**config.mk**
```make
export PLATFORM = sky130hd
export DESIGN_NAME = display_sleep_lock_controller_core
export DESIGN_NICKNAME = d
export VERILOG_FILES = /design/src/hw/rtl/dslc_pkg.sv /design/src/hw/rtl/dslc_cfg_regs.sv /design/src/hw/rtl/dslc_event_logic.sv /design/src/hw/rtl/display_sleep_lock_controller_core.sv
export SDC_FILE = /design/constraint.sdc
export NUM_CORES = 1
export LEC_CHECK = 0
export ABC_CLOCK_PERIOD_IN_PS = 14900
export BUFFER_PORTS_ARGS = -buffer_cell sky130_fd_sc_hd__buf_2
export CAP_MARGIN = 40
export CORE_ASPECT_RATIO = 0.9
export CORE_UTILIZATION = 60
export DETAILED_ROUTE_END_ITERATION = 10
export PLACE_DENSITY = 0.76
export SLEW_MARGIN = 20
export SYNTH_ARGS = -nofsm -noshare
export SYNTH_HDL_FRONTEND = slang
export SYNTH_SLANG_ARGS = --single-unit
```
**constraint.sdc**
```tcl
create_clock -name clk -period 14.9 [get_ports clk]
set_input_delay 0.745 -clock clk [delete_from_list [all_inputs] [get_ports clk]]
set_output_delay 0.745 -clock clk [all_outputs]
set_load 0.005 [all_outputs]
```
**src/hw/rtl/dslc_pkg.sv**
```systemverilog
// Package for the display sleep/lock controller.
// Holds the power modes, request and command codes, register indexes and shared structs.
package dslc_pkg;

	localparam int unsigned TIME_W = 64;
	localparam int unsigned TIMEOUT_W = 32;
	localparam int unsigned KEY_W = 8;
	localparam int unsigned CFG_IDX_W = 2;
	localparam int unsigned CFG_DATA_W = 32;

	localparam logic [TIMEOUT_W-1:0] SLEEP_TIMEOUT_RST = 32'd30000;
	localparam logic [TIMEOUT_W-1:0] LOCK_TIMEOUT_RST = 32'd60000;

	typedef enum logic [1:0] {
		MODE_ACTIVE = 2'd0,
		MODE_SLEEP  = 2'd1,
		MODE_LOCKED = 2'd2
	} mode_t;

	typedef enum logic [1:0] {
		OP_KEY    = 2'd0,
		OP_TICK   = 2'd1,
		OP_UNLOCK = 2'd2,
		OP_NOTICE = 2'd3
	} op_t;

	typedef enum logic [1:0] {
		CMD_NONE  = 2'd0,
		CMD_SLEEP = 2'd1,
		CMD_WAKE  = 2'd2
	} cmd_t;

	typedef enum logic [CFG_IDX_W-1:0] {
		REG_SLEEP_TIMEOUT = 2'd0,
		REG_SLEEP_ENABLE  = 2'd1,
		REG_LOCK_TIMEOUT  = 2'd2,
		REG_LOCK_ENABLE   = 2'd3
	} reg_idx_t;

	typedef struct packed {
		logic [TIMEOUT_W-1:0] sleep_timeout_ms;
		logic                 sleep_enable;
		logic [TIMEOUT_W-1:0] lock_timeout_ms;
		logic                 lock_enable;
	} cfg_t;

	typedef struct packed {
		mode_t             mode;
		logic              lock_screen_revealed;
		logic [TIME_W-1:0] last_activity_time;
		logic [TIME_W-1:0] sleep_start_time;
		logic              entered_sleep_pending;
	} state_t;

	typedef struct packed {
		logic             key_consumed;
		mode_t            power_state;
		cmd_t             display_command;
		logic             show_lock_screen;
		logic             pop_screen;
		logic             redraw_request;
		logic             forward_valid;
		logic [KEY_W-1:0] forwarded_key;
		logic             sleep_notice;
	} result_t;

endpackage

```
**src/hw/rtl/dslc_cfg_regs.sv**
```systemverilog
// Configuration register file for the display sleep/lock controller.
// Depends on dslc_pkg for the register indexes, widths and reset values.
module dslc_cfg_regs (
	input  logic                                 clk,
	input  logic                                 arst_n,
	input  logic                                 cfg_we,
	input  logic [dslc_pkg::CFG_IDX_W-1:0]       cfg_index,
	input  logic [dslc_pkg::CFG_DATA_W-1:0]      cfg_wdata,
	output dslc_pkg::cfg_t                       cfg
);

	dslc_pkg::cfg_t cfg_q;

	always_ff @(posedge clk or negedge arst_n) begin
		if (!arst_n) begin
			cfg_q.sleep_timeout_ms <= dslc_pkg::SLEEP_TIMEOUT_RST;
			cfg_q.sleep_enable     <= 1'b1;
			cfg_q.lock_timeout_ms  <= dslc_pkg::LOCK_TIMEOUT_RST;
			cfg_q.lock_enable      <= 1'b1;
		end else if (cfg_we) begin
			case (dslc_pkg::reg_idx_t'(cfg_index))
				dslc_pkg::REG_SLEEP_TIMEOUT: cfg_q.sleep_timeout_ms <= cfg_wdata;
				dslc_pkg::REG_SLEEP_ENABLE:  cfg_q.sleep_enable     <= cfg_wdata[0];
				dslc_pkg::REG_LOCK_TIMEOUT:  cfg_q.lock_timeout_ms  <= cfg_wdata;
				dslc_pkg::REG_LOCK_ENABLE:   cfg_q.lock_enable      <= cfg_wdata[0];
				default: begin
				end
			endcase
		end
	end

	assign cfg = cfg_q;

endmodule

```
**src/hw/rtl/dslc_event_logic.sv**
```systemverilog
// Next-state and result logic for one request of the display sleep/lock controller.
// Purely combinational; depends on dslc_pkg for the state, config and result structs.
module dslc_event_logic (
	input  dslc_pkg::cfg_t                   cfg,
	input  dslc_pkg::state_t                 cur,
	input  dslc_pkg::op_t                    op,
	input  logic [dslc_pkg::TIME_W-1:0]      now_ms,
	input  logic [dslc_pkg::KEY_W-1:0]       key_code,
	output dslc_pkg::state_t                 nxt,
	output dslc_pkg::result_t                res
);

	logic [dslc_pkg::TIME_W-1:0] idle_ms;
	logic [dslc_pkg::TIME_W-1:0] asleep_ms;
	logic                        sleep_due;
	logic                        lock_due;

	// Elapsed times wrap modulo 2^64; the 32-bit timeout is compared zero-extended.
	assign idle_ms   = now_ms - cur.last_activity_time;
	assign asleep_ms = now_ms - cur.sleep_start_time;
	assign sleep_due = cfg.sleep_enable &&
		((|idle_ms[dslc_pkg::TIME_W-1:dslc_pkg::TIMEOUT_W]) ||
		 (idle_ms[dslc_pkg::TIMEOUT_W-1:0] >= cfg.sleep_timeout_ms));
	assign lock_due = cfg.lock_enable &&
		((|asleep_ms[dslc_pkg::TIME_W-1:dslc_pkg::TIMEOUT_W]) ||
		 (asleep_ms[dslc_pkg::TIMEOUT_W-1:0] >= cfg.lock_timeout_ms));

	always_comb begin
		nxt = cur;
		res = '0;
		res.display_command = dslc_pkg::CMD_NONE;
		case (op)
			dslc_pkg::OP_KEY: begin
				case (cur.mode)
					dslc_pkg::MODE_ACTIVE: begin
						nxt.last_activity_time = now_ms;
					end
					dslc_pkg::MODE_SLEEP: begin
						nxt.mode = dslc_pkg::MODE_ACTIVE;
						nxt.last_activity_time = now_ms;
						res.display_command = dslc_pkg::CMD_WAKE;
						res.redraw_request = 1'b1;
						res.key_consumed = 1'b1;
					end
					default: begin
						// Locked: the first key reveals the lock screen, later keys go to it.
						res.key_consumed = 1'b1;
						if (!cur.lock_screen_revealed) begin
							res.display_command = dslc_pkg::CMD_WAKE;
							res.show_lock_screen = 1'b1;
							res.redraw_request = 1'b1;
							nxt.lock_screen_revealed = 1'b1;
						end else begin
							res.forward_valid = 1'b1;
							res.forwarded_key = key_code;
						end
					end
				endcase
			end
			dslc_pkg::OP_TICK: begin
				if (cur.mode == dslc_pkg::MODE_ACTIVE) begin
					if (sleep_due) begin
						nxt.mode = dslc_pkg::MODE_SLEEP;
						nxt.sleep_start_time = now_ms;
						nxt.entered_sleep_pending = 1'b1;
						res.display_command = dslc_pkg::CMD_SLEEP;
					end
				end else if (cur.mode == dslc_pkg::MODE_SLEEP) begin
					if (lock_due) begin
						nxt.mode = dslc_pkg::MODE_LOCKED;
						nxt.lock_screen_revealed = 1'b0;
					end
				end
			end
			dslc_pkg::OP_UNLOCK: begin
				nxt.mode = dslc_pkg::MODE_ACTIVE;
				nxt.lock_screen_revealed = 1'b0;
				nxt.last_activity_time = now_ms;
				res.pop_screen = 1'b1;
				res.redraw_request = 1'b1;
			end
			default: begin
				res.sleep_notice = cur.entered_sleep_pending;
				nxt.entered_sleep_pending = 1'b0;
			end
		endcase
		res.power_state = nxt.mode;
	end

endmodule

```
**src/hw/rtl/display_sleep_lock_controller_core.sv**
```systemverilog
// Display sleep/lock controller: top level with request register, state and result register.
// An accepted request waits in the request register and is written to the result register when it advances.
// Throughput: one request per cycle; input stalls only while a full result waits on res_ready.
// Reset (arst_n low) returns to active with reset timeouts and both timeouts enabled.
// Depends on dslc_pkg, dslc_cfg_regs and dslc_event_logic.
module display_sleep_lock_controller_core (
	input  logic                              clk,
	input  logic                              arst_n,
	// Configuration write port.
	input  logic                              cfg_we,
	input  logic [dslc_pkg::CFG_IDX_W-1:0]    cfg_index,
	input  logic [dslc_pkg::CFG_DATA_W-1:0]   cfg_wdata,
	// Request channel.
	input  logic                              evt_valid,
	output logic                              evt_ready,
	input  logic [1:0]                        op,
	input  logic [dslc_pkg::TIME_W-1:0]       now_ms,
	input  logic [dslc_pkg::KEY_W-1:0]        key_code,
	// Result channel.
	output logic                              res_valid,
	input  logic                              res_ready,
	output logic                              key_consumed,
	output logic [1:0]                        power_state,
	output logic [1:0]                        display_command,
	output logic                              show_lock_screen,
	output logic                              pop_screen,
	output logic                              redraw_request,
	output logic                              forward_valid,
	output logic [dslc_pkg::KEY_W-1:0]        forwarded_key,
	output logic                              sleep_notice
);

	// The controller is a short pipeline: a request register (_s1) holds the incoming
	// request, the event logic evaluates it against the current power state, and at
	// the edge where it advances the state registers and the result register are
	// written together. The next request therefore always sees the state left by the
	// previous one, so requests can follow each other every cycle unless a full result waits.

	dslc_pkg::cfg_t    cfg;
	dslc_pkg::state_t  state_q;
	dslc_pkg::state_t  state_nxt;
	dslc_pkg::result_t res_nxt;
	dslc_pkg::result_t res_q;

	logic                        s1_valid;
	dslc_pkg::op_t               s1_op;
	logic [dslc_pkg::TIME_W-1:0] s1_now;
	logic [dslc_pkg::KEY_W-1:0]  s1_key;
	logic                        s1_adv;
	logic                        res_valid_q;

	dslc_cfg_regs u_cfg_regs (
		.clk       (clk),
		.arst_n    (arst_n),
		.cfg_we    (cfg_we),
		.cfg_index (cfg_index),
		.cfg_wdata (cfg_wdata),
		.cfg       (cfg)
	);

	dslc_event_logic u_event_logic (
		.cfg      (cfg),
		.cur      (state_q),
		.op       (s1_op),
		.now_ms   (s1_now),
		.key_code (s1_key),
		.nxt      (state_nxt),
		.res      (res_nxt)
	);

	// The request in the first stage moves on whenever the result register is empty
	// or its content is being taken in this same cycle.
	assign s1_adv    = s1_valid && (!res_valid_q || res_ready);
	assign evt_ready = !s1_valid || s1_adv;

	always_ff @(posedge clk or negedge arst_n) begin
		if (!arst_n) begin
			s1_valid <= 1'b0;
		end else if (evt_ready) begin
			s1_valid <= evt_valid;
		end
	end

	// Payload of the request register needs no reset.
	always_ff @(posedge clk) begin
		if (evt_ready && evt_valid) begin
			s1_op  <= dslc_pkg::op_t'(op);
			s1_now <= now_ms;
			s1_key <= key_code;
		end
	end

	// Power state: control bits and timestamps all reset, matching the power-on state.
	always_ff @(posedge clk or negedge arst_n) begin
		if (!arst_n) begin
			state_q.mode                  <= dslc_pkg::MODE_ACTIVE;
			state_q.lock_screen_revealed  <= 1'b0;
			state_q.last_activity_time    <= '0;
			state_q.sleep_start_time      <= '0;
			state_q.entered_sleep_pending <= 1'b0;
		end else if (s1_adv) begin
			state_q <= state_nxt;
		end
	end

	always_ff @(posedge clk or negedge arst_n) begin
		if (!arst_n) begin
			res_valid_q <= 1'b0;
		end else if (s1_adv) begin
			res_valid_q <= 1'b1;
		end else if (res_ready) begin
			res_valid_q <= 1'b0;
		end
	end

	always_ff @(posedge clk) begin
		if (s1_adv) begin
			res_q <= res_nxt;
		end
	end

	assign res_valid        = res_valid_q;
	assign key_consumed     = res_q.key_consumed;
	assign power_state      = res_q.power_state;
	assign display_command  = res_q.display_command;
	assign show_lock_screen = res_q.show_lock_screen;
	assign pop_screen       = res_q.pop_screen;
	assign redraw_request   = res_q.redraw_request;
	assign forward_valid    = res_q.forward_valid;
	assign forwarded_key    = res_q.forwarded_key;
	assign sleep_notice     = res_q.sleep_notice;

	// A held request in the first stage must not be overwritten while it waits.
	a_s1_hold: assert property (@(posedge clk) disable iff (!arst_n)
		s1_valid && !s1_adv |=> s1_valid && $stable(s1_now) && $stable(s1_key))
		else $error("request register changed while stalled");

	// Keys are only forwarded while the lock screen is up.
	a_fwd_locked: assert property (@(posedge clk) disable iff (!arst_n)
		res_valid_q && res_q.forward_valid |->
		res_q.power_state == dslc_pkg::MODE_LOCKED)
		else $error("key forwarded outside the locked state");

	// Entering sleep always leaves the notice pending.
	a_sleep_notice: assert property (@(posedge clk) disable iff (!arst_n)
		s1_adv && res_nxt.display_command == dslc_pkg::CMD_SLEEP |=>
		state_q.entered_sleep_pending && state_q.mode == dslc_pkg::MODE_SLEEP)
		else $error("sleep entered without pending notice");

	// An unlock always ends in the active state with a redraw.
	a_unlock_active: assert property (@(posedge clk) disable iff (!arst_n)
		res_valid_q && res_q.pop_screen |->
		res_q.power_state == dslc_pkg::MODE_ACTIVE && res_q.redraw_request)
		else $error("unlock did not return to active");

endmodule

```
==> reports/metrics.cfg, run 1 <==
[yosys]
synth_top_area_cell = dfrtp_1
synth_area_per_cell_um2 = 8.85
synth_area_um2 = 21400
synth_top_area_share_pct = 21.5
ys_seq_area_share_pct = 36.4
synth.distinct_cells = 84
synth_fp_nets = 2722
syn_inst = 2417
synthArstFlopShare_pct = 68.5
ys.flop_type = dfrtp_1
ys_warn_count = 0
ys_seq_elements = 292
synth-edff-count = 92
synthTopCellsByArea = dfrtp_1 22%, edfxtp_1 13%, ha_1 11%

[global_route]
grt_max_degree = 74
antenna_found_initial = 0
track_usage_pct = 35.1
grt-ovfl-total = 0
grt_pass1_wl_um = 101000
grt_pass1_vias = 17993

[cts]
clk_pin_slew_worst_paths_ps = 60
cts.sinks = 292
cts_buffers = 29
cts_hold_buf = 0
clk_path_buf_depth = 3
clkLatencyLatePin_ps = 590
cts_root_buffer = clkbuf_16
cts_tree = done
h-tree-depth = 1
ctsResizeCount = 0
post-cts-setup-buffer-count = 0

[die]
ios = 133
fp.dieW_um = 201
start_util_pct = 61.0
core_area_um2 = 35100
die_h_um = 181
die-area_um2 = 36400
std_cell_rows = 65

[timing]
finalClockSkew_ps = 18.5
setup_tns_ps = 0
rsz0062_at_grt = false
timing.final.crit_share_pct = 49.8
max_slew.worst_pin.slew_ps = 933
fmax_mhz = 135
layout_min_cycle_time_ps = 7410
max_slew_margin_pct = 37.2
finalMaxSlewViolations = 0
setup-violations-final = 0
hold_viol = 0

[routing]
totalWireLength_um = 64500
dr_total_vias = 19006
drt-initial-drc-count = 1785
drcViolationCount = 0
ant_nets = 0
drtPass1Iterations = 6
vias_per_cell = 6.37
drt-wirelength-per-cell_um = 21.6

[finish]
regArea_um2 = 7790
drive_gt1_share_pct = 12.6
nNetsFinal = 2798
final_cells = 2985
nFillCells = 2894
antenna_cells = 0
syn_to_final_growth_pct = 9.09
multiInputGateArea_um2 = 12400

[power_and_ir_drop]
peakVddDrop_mv = 0.117
power_density_nw_per_um2 = 187
total_leakage_power_nw = 10.2

[critical_path]
crit_fanout = 38
startpoint_type = flop
critPathRequiredTime_ps = 15360
crit_path_end_kind = flop
worstPathArrival_ps = 7870
crit_type = reg2reg

[run]
cap_violations = 0

[placement]
dp_hpwl_um = 50600
dp.cells = 2929
numPortBuffers = 132
gp_congestion = 0.999

[outcome]
status = finished clean

[worst_hold_path]
hold_class = in2async

worst max-delay path, cell delays in order, from the launching register on:
cell,delay [ps]
edfxtp_1,450
ha_1,440
and3_1,260
nand2_1,120
a211oi_1,630
nor2_1,150
o21a_1,310
o21ai_0,360
a21oi_1,160
o21bai_1,190
xor2_1,90
ha_1,300
nand4_1,150
nor3_1,480
or4b_2,650
a31oi_1,410
o21ai_0,240
nand4_1,130
a311oi_1,50
and4b_1,210
nand4_1,80
nor4_2,100
nor4_2,270
buf_4,590
mux2_4,360
logic make-up after synthesis:
family / Yosys count / share of synthesized area, %
flip-flops: 292 / 36.4
XOR/XNOR: 80 / 3.28
multiplexers: 119 / 7.07
adder cells (fa/ha/maj): 192 / 11.3
AND/OR/NAND/NOR: 724 / 16.1
AO/OA/AOI/OAI: 692 / 20.0
buffers and inverters: 318 / 5.85
power breakdown:
| group | internal [mW] | switching (mW) |
|---|---|---|
| logic | 0.970 | 1.54 |
| clock network | 0.419 | 0.317 |
| registers | 1.01 | 0.105 |
per-stage QoR:
stage               hold WS (ps)  instance area (µm²)  power [mW]  utilization (%)  setup WS [ps]
floorplan                    449                21400        2.88                -           9680
global placement             466                22300        3.48             63.7           7960
detailed placement           476                22300        3.54             63.7           7790
CTS                          207                23300        4.31             66.4           7760
global route                 231                23300        4.65             66.6           7310
finish                       186                23300        4.36             66.6           7490
cell type report:
type / instances / share of cell area, %
clock buffers: 42 / 3.54
inverters: 217 / 3.49
well taps: 469 / 2.51
flip-flops and latches: 292 / 33.4
clock inverters: 12 / 0.520
multi-input cells: 1807 / 53.0
repair buffers: 146 / 3.54
per-layer routing:
layer | up-vias | GRT usage (%) | part of all wire (%)
met3 | 120 | 6.76 | 9.2
met2 | 874 | 51.6 | 42
met4 | 0 | 9.89 | 3.0
li1 | 8900 | - | -
met5 | - | 0 | 0
met1 | 9112 | 52.3 | 46
state kept, by name (all words and copies together), names as in the netlist:
register	count
display_command	2
forward_valid	1
forwarded_key	8
key_consumed	1
pop_screen	1
power_state	2
redraw_request	1
res_valid	1
s1_key	8
s1_now	64
s1_op	2
s1_valid	1
show_lock_screen	1
sleep_notice	1
state_q	132
u_cfg_regs.cfg	66
Yosys cell counts (12+ instances only):
| cell type | count |
|---|---|
| nand3_1 | 28 |
| nor4_1 | 20 |
| a21oi_1 | 198 |
| a21o_1 | 44 |
| mux2_4 | 50 |
| mux2_2 | 43 |
| a211oi_1 | 22 |
| inv_1 | 217 |
| xor2_1 | 31 |
| nor2b_1 | 19 |
| nand4_1 | 72 |
| mux2_1 | 13 |
| dfstp_2 | 16 |
| ha_1 | 190 |
| nor3_1 | 46 |
| nand2b_1 | 12 |
| o31ai_1 | 13 |
| o21ai_0 | 216 |
| o21bai_1 | 20 |
| or3_1 | 16 |
| clkbuf_1 | 82 |
| xnor2_1 | 49 |
| o211ai_1 | 14 |
| a31oi_1 | 15 |
| mux2i_1 | 13 |
| dfrtp_1 | 184 |
| o21a_1 | 33 |
| edfxtp_1 | 92 |
| nand2_1 | 276 |
| and3_1 | 24 |
| nor2_1 | 149 |
| and2_1 | 19 |
final timing paths:
| path | end | start | slack (ps) | depth (start not counted) |
|---|---|---|---|---|
| max | state_q[64] | s1_now[10] | 7490 | 24 |
| max reg2reg | state_q[64] | s1_now[10] | 7490 | 24 |
| min in group clk | s1_now[22] | now_ms[22] | 330 | 1 |
| min reg2reg | state_q[32] | state_q[32] | 490 | 1 |
| max in group asynchronous | state_q[37] | arst_n | 13650 | 3 |
| min | u_cfg_regs.cfg[11] | arst_n | 190 | 1 |
layout by cell type (no fill, tap or decap), types with 28 or more instances in the layout:
master / n
nand2_1: 276
o21a_1: 33
buf_2: 131
nand4_1: 72
clkbuf_16: 30
edfxtp_1: 92
a21oi_1: 198
xnor2_1: 49
nor2_1: 149
nor3_1: 45
mux2_2: 43
xor2_1: 31
o21ai_0: 216
a21o_1: 44
inv_1: 217
ha_1: 190
mux2_4: 50
dfrtp_1: 184
nand3_1: 28
No activity file was read; power rests on OpenSTA's default activity.
==> inputs of run 2 (changes only) <==
--- a/config.mk
+++ b/config.mk
@@ -5,11 +5,11 @@
 export SDC_FILE = /design/constraint.sdc
 export NUM_CORES = 1
 export LEC_CHECK = 0
-export ABC_CLOCK_PERIOD_IN_PS = 14900
+export ABC_CLOCK_PERIOD_IN_PS = 6100
 export BUFFER_PORTS_ARGS = -buffer_cell sky130_fd_sc_hd__buf_2
 export CAP_MARGIN = 40
 export CORE_ASPECT_RATIO = 0.9
-export CORE_UTILIZATION = 60
+export CORE_UTILIZATION = 57
 export DETAILED_ROUTE_END_ITERATION = 10
 export PLACE_DENSITY = 0.76
 export SLEW_MARGIN = 20
==> constraint.sdc (replaced) <==
create_clock -name clk -period 6.1 [get_ports clk]
set_input_delay 0.305 -clock clk [delete_from_list [all_inputs] [get_ports clk]]
set_output_delay 0.305 -clock clk [all_outputs]
set_load 0.005 [all_outputs]
==> reports/metrics.cfg, run 2 (same netlist as run 1, synthesis figures left out) <==
[power_and_ir_drop]
p_seq_share_pct = 24.0
switching_share_pct = 43.6
power_frac_comb_pct = 56.7
peakVddDrop_mv = 0.279
power_density_nw_per_um2 = 449
netSwitchingPower_mw = 4.96
total_leakage_power_nw = 11.1
clkPwrFrac_pct = 19.3
p_int_mw = 6.42

[cts]
clkLatencyLatePin_ps = 620
cts_tree = done
cts_root_buffer = clkbuf_16
h-tree-depth = 1
clk_pin_slew_worst_paths_ps = 70
cts.sinks = 292
clk_path_buf_depth = 3
cts_buffers = 31

[global_route]
grt_max_degree = 117
met2_usage_pct = 55.5
antenna_found_initial = 1
track_usage_pct = 35.8
grt_pass1_wl_um = 106000
gr-usage-met1_pct = 50.6
busiest_layer = met2
grt-ovfl-total = 0
grtUsageMet3_pct = 7.42
grt_pass1_vias = 19169

[timing]
finalMaxSlewViolations = 0
setup_tns_ps = 0
setup_slack_ps = 260
max_slew.worst_pin.slew_ps = 1110
fmax_mhz = 171
timing.final.crit_share_pct = 95.7
max_slew_margin_pct = 25.1
hold_viol = 0
finalClockSkew_ps = 37.2
setup-violations-final = 0
layout_min_cycle_time_ps = 5840
rsz0062_at_grt = false

[die]
core_area_um2 = 36600
fp.dieW_um = 206
std_cell_rows = 66
ios = 133
die-area_um2 = 38300
start_util_pct = 58.5
die_h_um = 186

[critical_path]
crit_path_end_kind = flop
rr_endpoint = state_q[9]
crit_type = reg2reg
rrSetupSlack_ps = 260
crit_path_end = state_q[9]
worstPathArrival_ps = 6310
crit_fanout = 8
crit_path_start = s1_now[13]
rr_worst_depth = 22
critPathRequiredTime_ps = 6570
startpoint_type = flop
r2r-start = s1_now[13]

[placement]
gp_congestion = 1.01
dp.cells = 2989
dp_hpwl_um = 51900
place_area_um2 = 22800
post-place-ws_ps = -265
numPortBuffers = 132

[finish]
stdcell_area_um2 = 25300
final_cells = 3164
largest_reg_flops = 132
syn_to_final_growth_pct = 18.5
layout_commonest_cell = nand2_1
top_register = state_q
layout_common_cells = 276 x nand2_1, 217 x inv_1, 213 x o21ai_0
drive_gt1_share_pct = 14.8
nNetsFinal = 2967

[routing]
drt-initial-drc-count = 1899
vias_per_cell = 6.29
totalWireLength_um = 69200
drtPass1Iterations = 9
drcViolationCount = 29
ant_nets = 0
drt-wirelength-per-cell_um = 21.9
dr_total_vias = 19898

[outcome]
violations = DRC
status = finished, violations left

[run]
cap_violations = 0

[worst_hold_path]
hold_class = in2reg

run 2: changes by cell type in the layout (fill, tap and decap cells not counted), moves of 3 or more:
cell	before	now
bufinv_16	2	9
clkbuf_16	30	35
dlygate4sd3_1	0	108
buf_4	11	61
clkbuf_1	9	5
o21ai_0	216	213
run 2: critical path: stages, from the launching register on:
cell and delay [ps]:
edfxtp_1 520, ha_1 560, nand4_1 310, nand2b_1 280, or4_4 610, a211oi_2 260
buf_4 200, nor2_1 100, xnor2_1 170, ha_1 290, o21ai_0 160, a21oi_1 60
a21oi_1 180, nand4_1 140, a311oi_2 250, and4b_1 230, nand4_1 100, nor4_2 320
buf_4 200, nor4_4 50, buf_12 190, clkbuf_16 190, mux2_4 300
run 2: metal layers:
layer  vias to the layer above  share of wire, %
met5                         -                 0
met1                      9640                45
met4                         0               2.7
li1                       9261                 -
met3                       132               9.1
met2                       865                44
run 2: metrics by stage:
stage	util, %	power, mW	hold WS, ps
after floorplan	-	7.03	9.41
after global placement	62.2	8.69	394
after detailed placement	62.3	8.85	403
after CTS	68.7	11.2	61.3
after global routing	69.3	12.1	96.3
final	69.3	11.4	73.7
run 2: final cells by class:
cell class | count | area, µm²
diodes | 1 | 2.50
clock buffers | 39 | 836
clock inverters | 19 | 354
fillers | 2862 | 11200
inverters | 217 | 815
multi-input cells | 1807 | 12500
flip-flops and latches | 292 | 7790
well taps | 476 | 596
repair buffers | 313 | 2490
run 2: how the worst min path moves through the flow:
stage	from	to	slack (ps)	cells past startpoint
floorplan	arst_n	res_valid	9	0
global placement	arst_n	u_cfg_regs.cfg[43]	390	1
detailed placement	arst_n	u_cfg_regs.cfg[43]	400	1
CTS	res_ready	s1_valid	60	3
global route	res_ready	res_valid	100	3
finish	res_ready	res_valid	70	3
run 2: what timing repair did:
action                     in CTS  in global routing
pin swaps                       1                  6
gates resized for setup         8                 18
hold endpoints to repair      216                  0
setup endpoints to repair      64                 66
gates cloned                    1                  5
hold buffers                  108                  0
buffers inserted                1                  1
run 2: power by group through the flow:
| stage | Combinational, mW | Sequential, mW | Clock (mW) |
|---|---|---|---|
| 2_1_floorplan | 4.37 | 2.66 | 0 |
| 3_5_place_dp | 6.10 | 2.75 | 0 |
| 5_1_grt | 7.04 | 2.78 | 2.29 |
| 4_1_cts | 6.23 | 2.72 | 2.22 |
| 6_report | 6.45 | 2.74 | 2.20 |
| 3_3_place_gp | 5.96 | 2.73 | 0 |
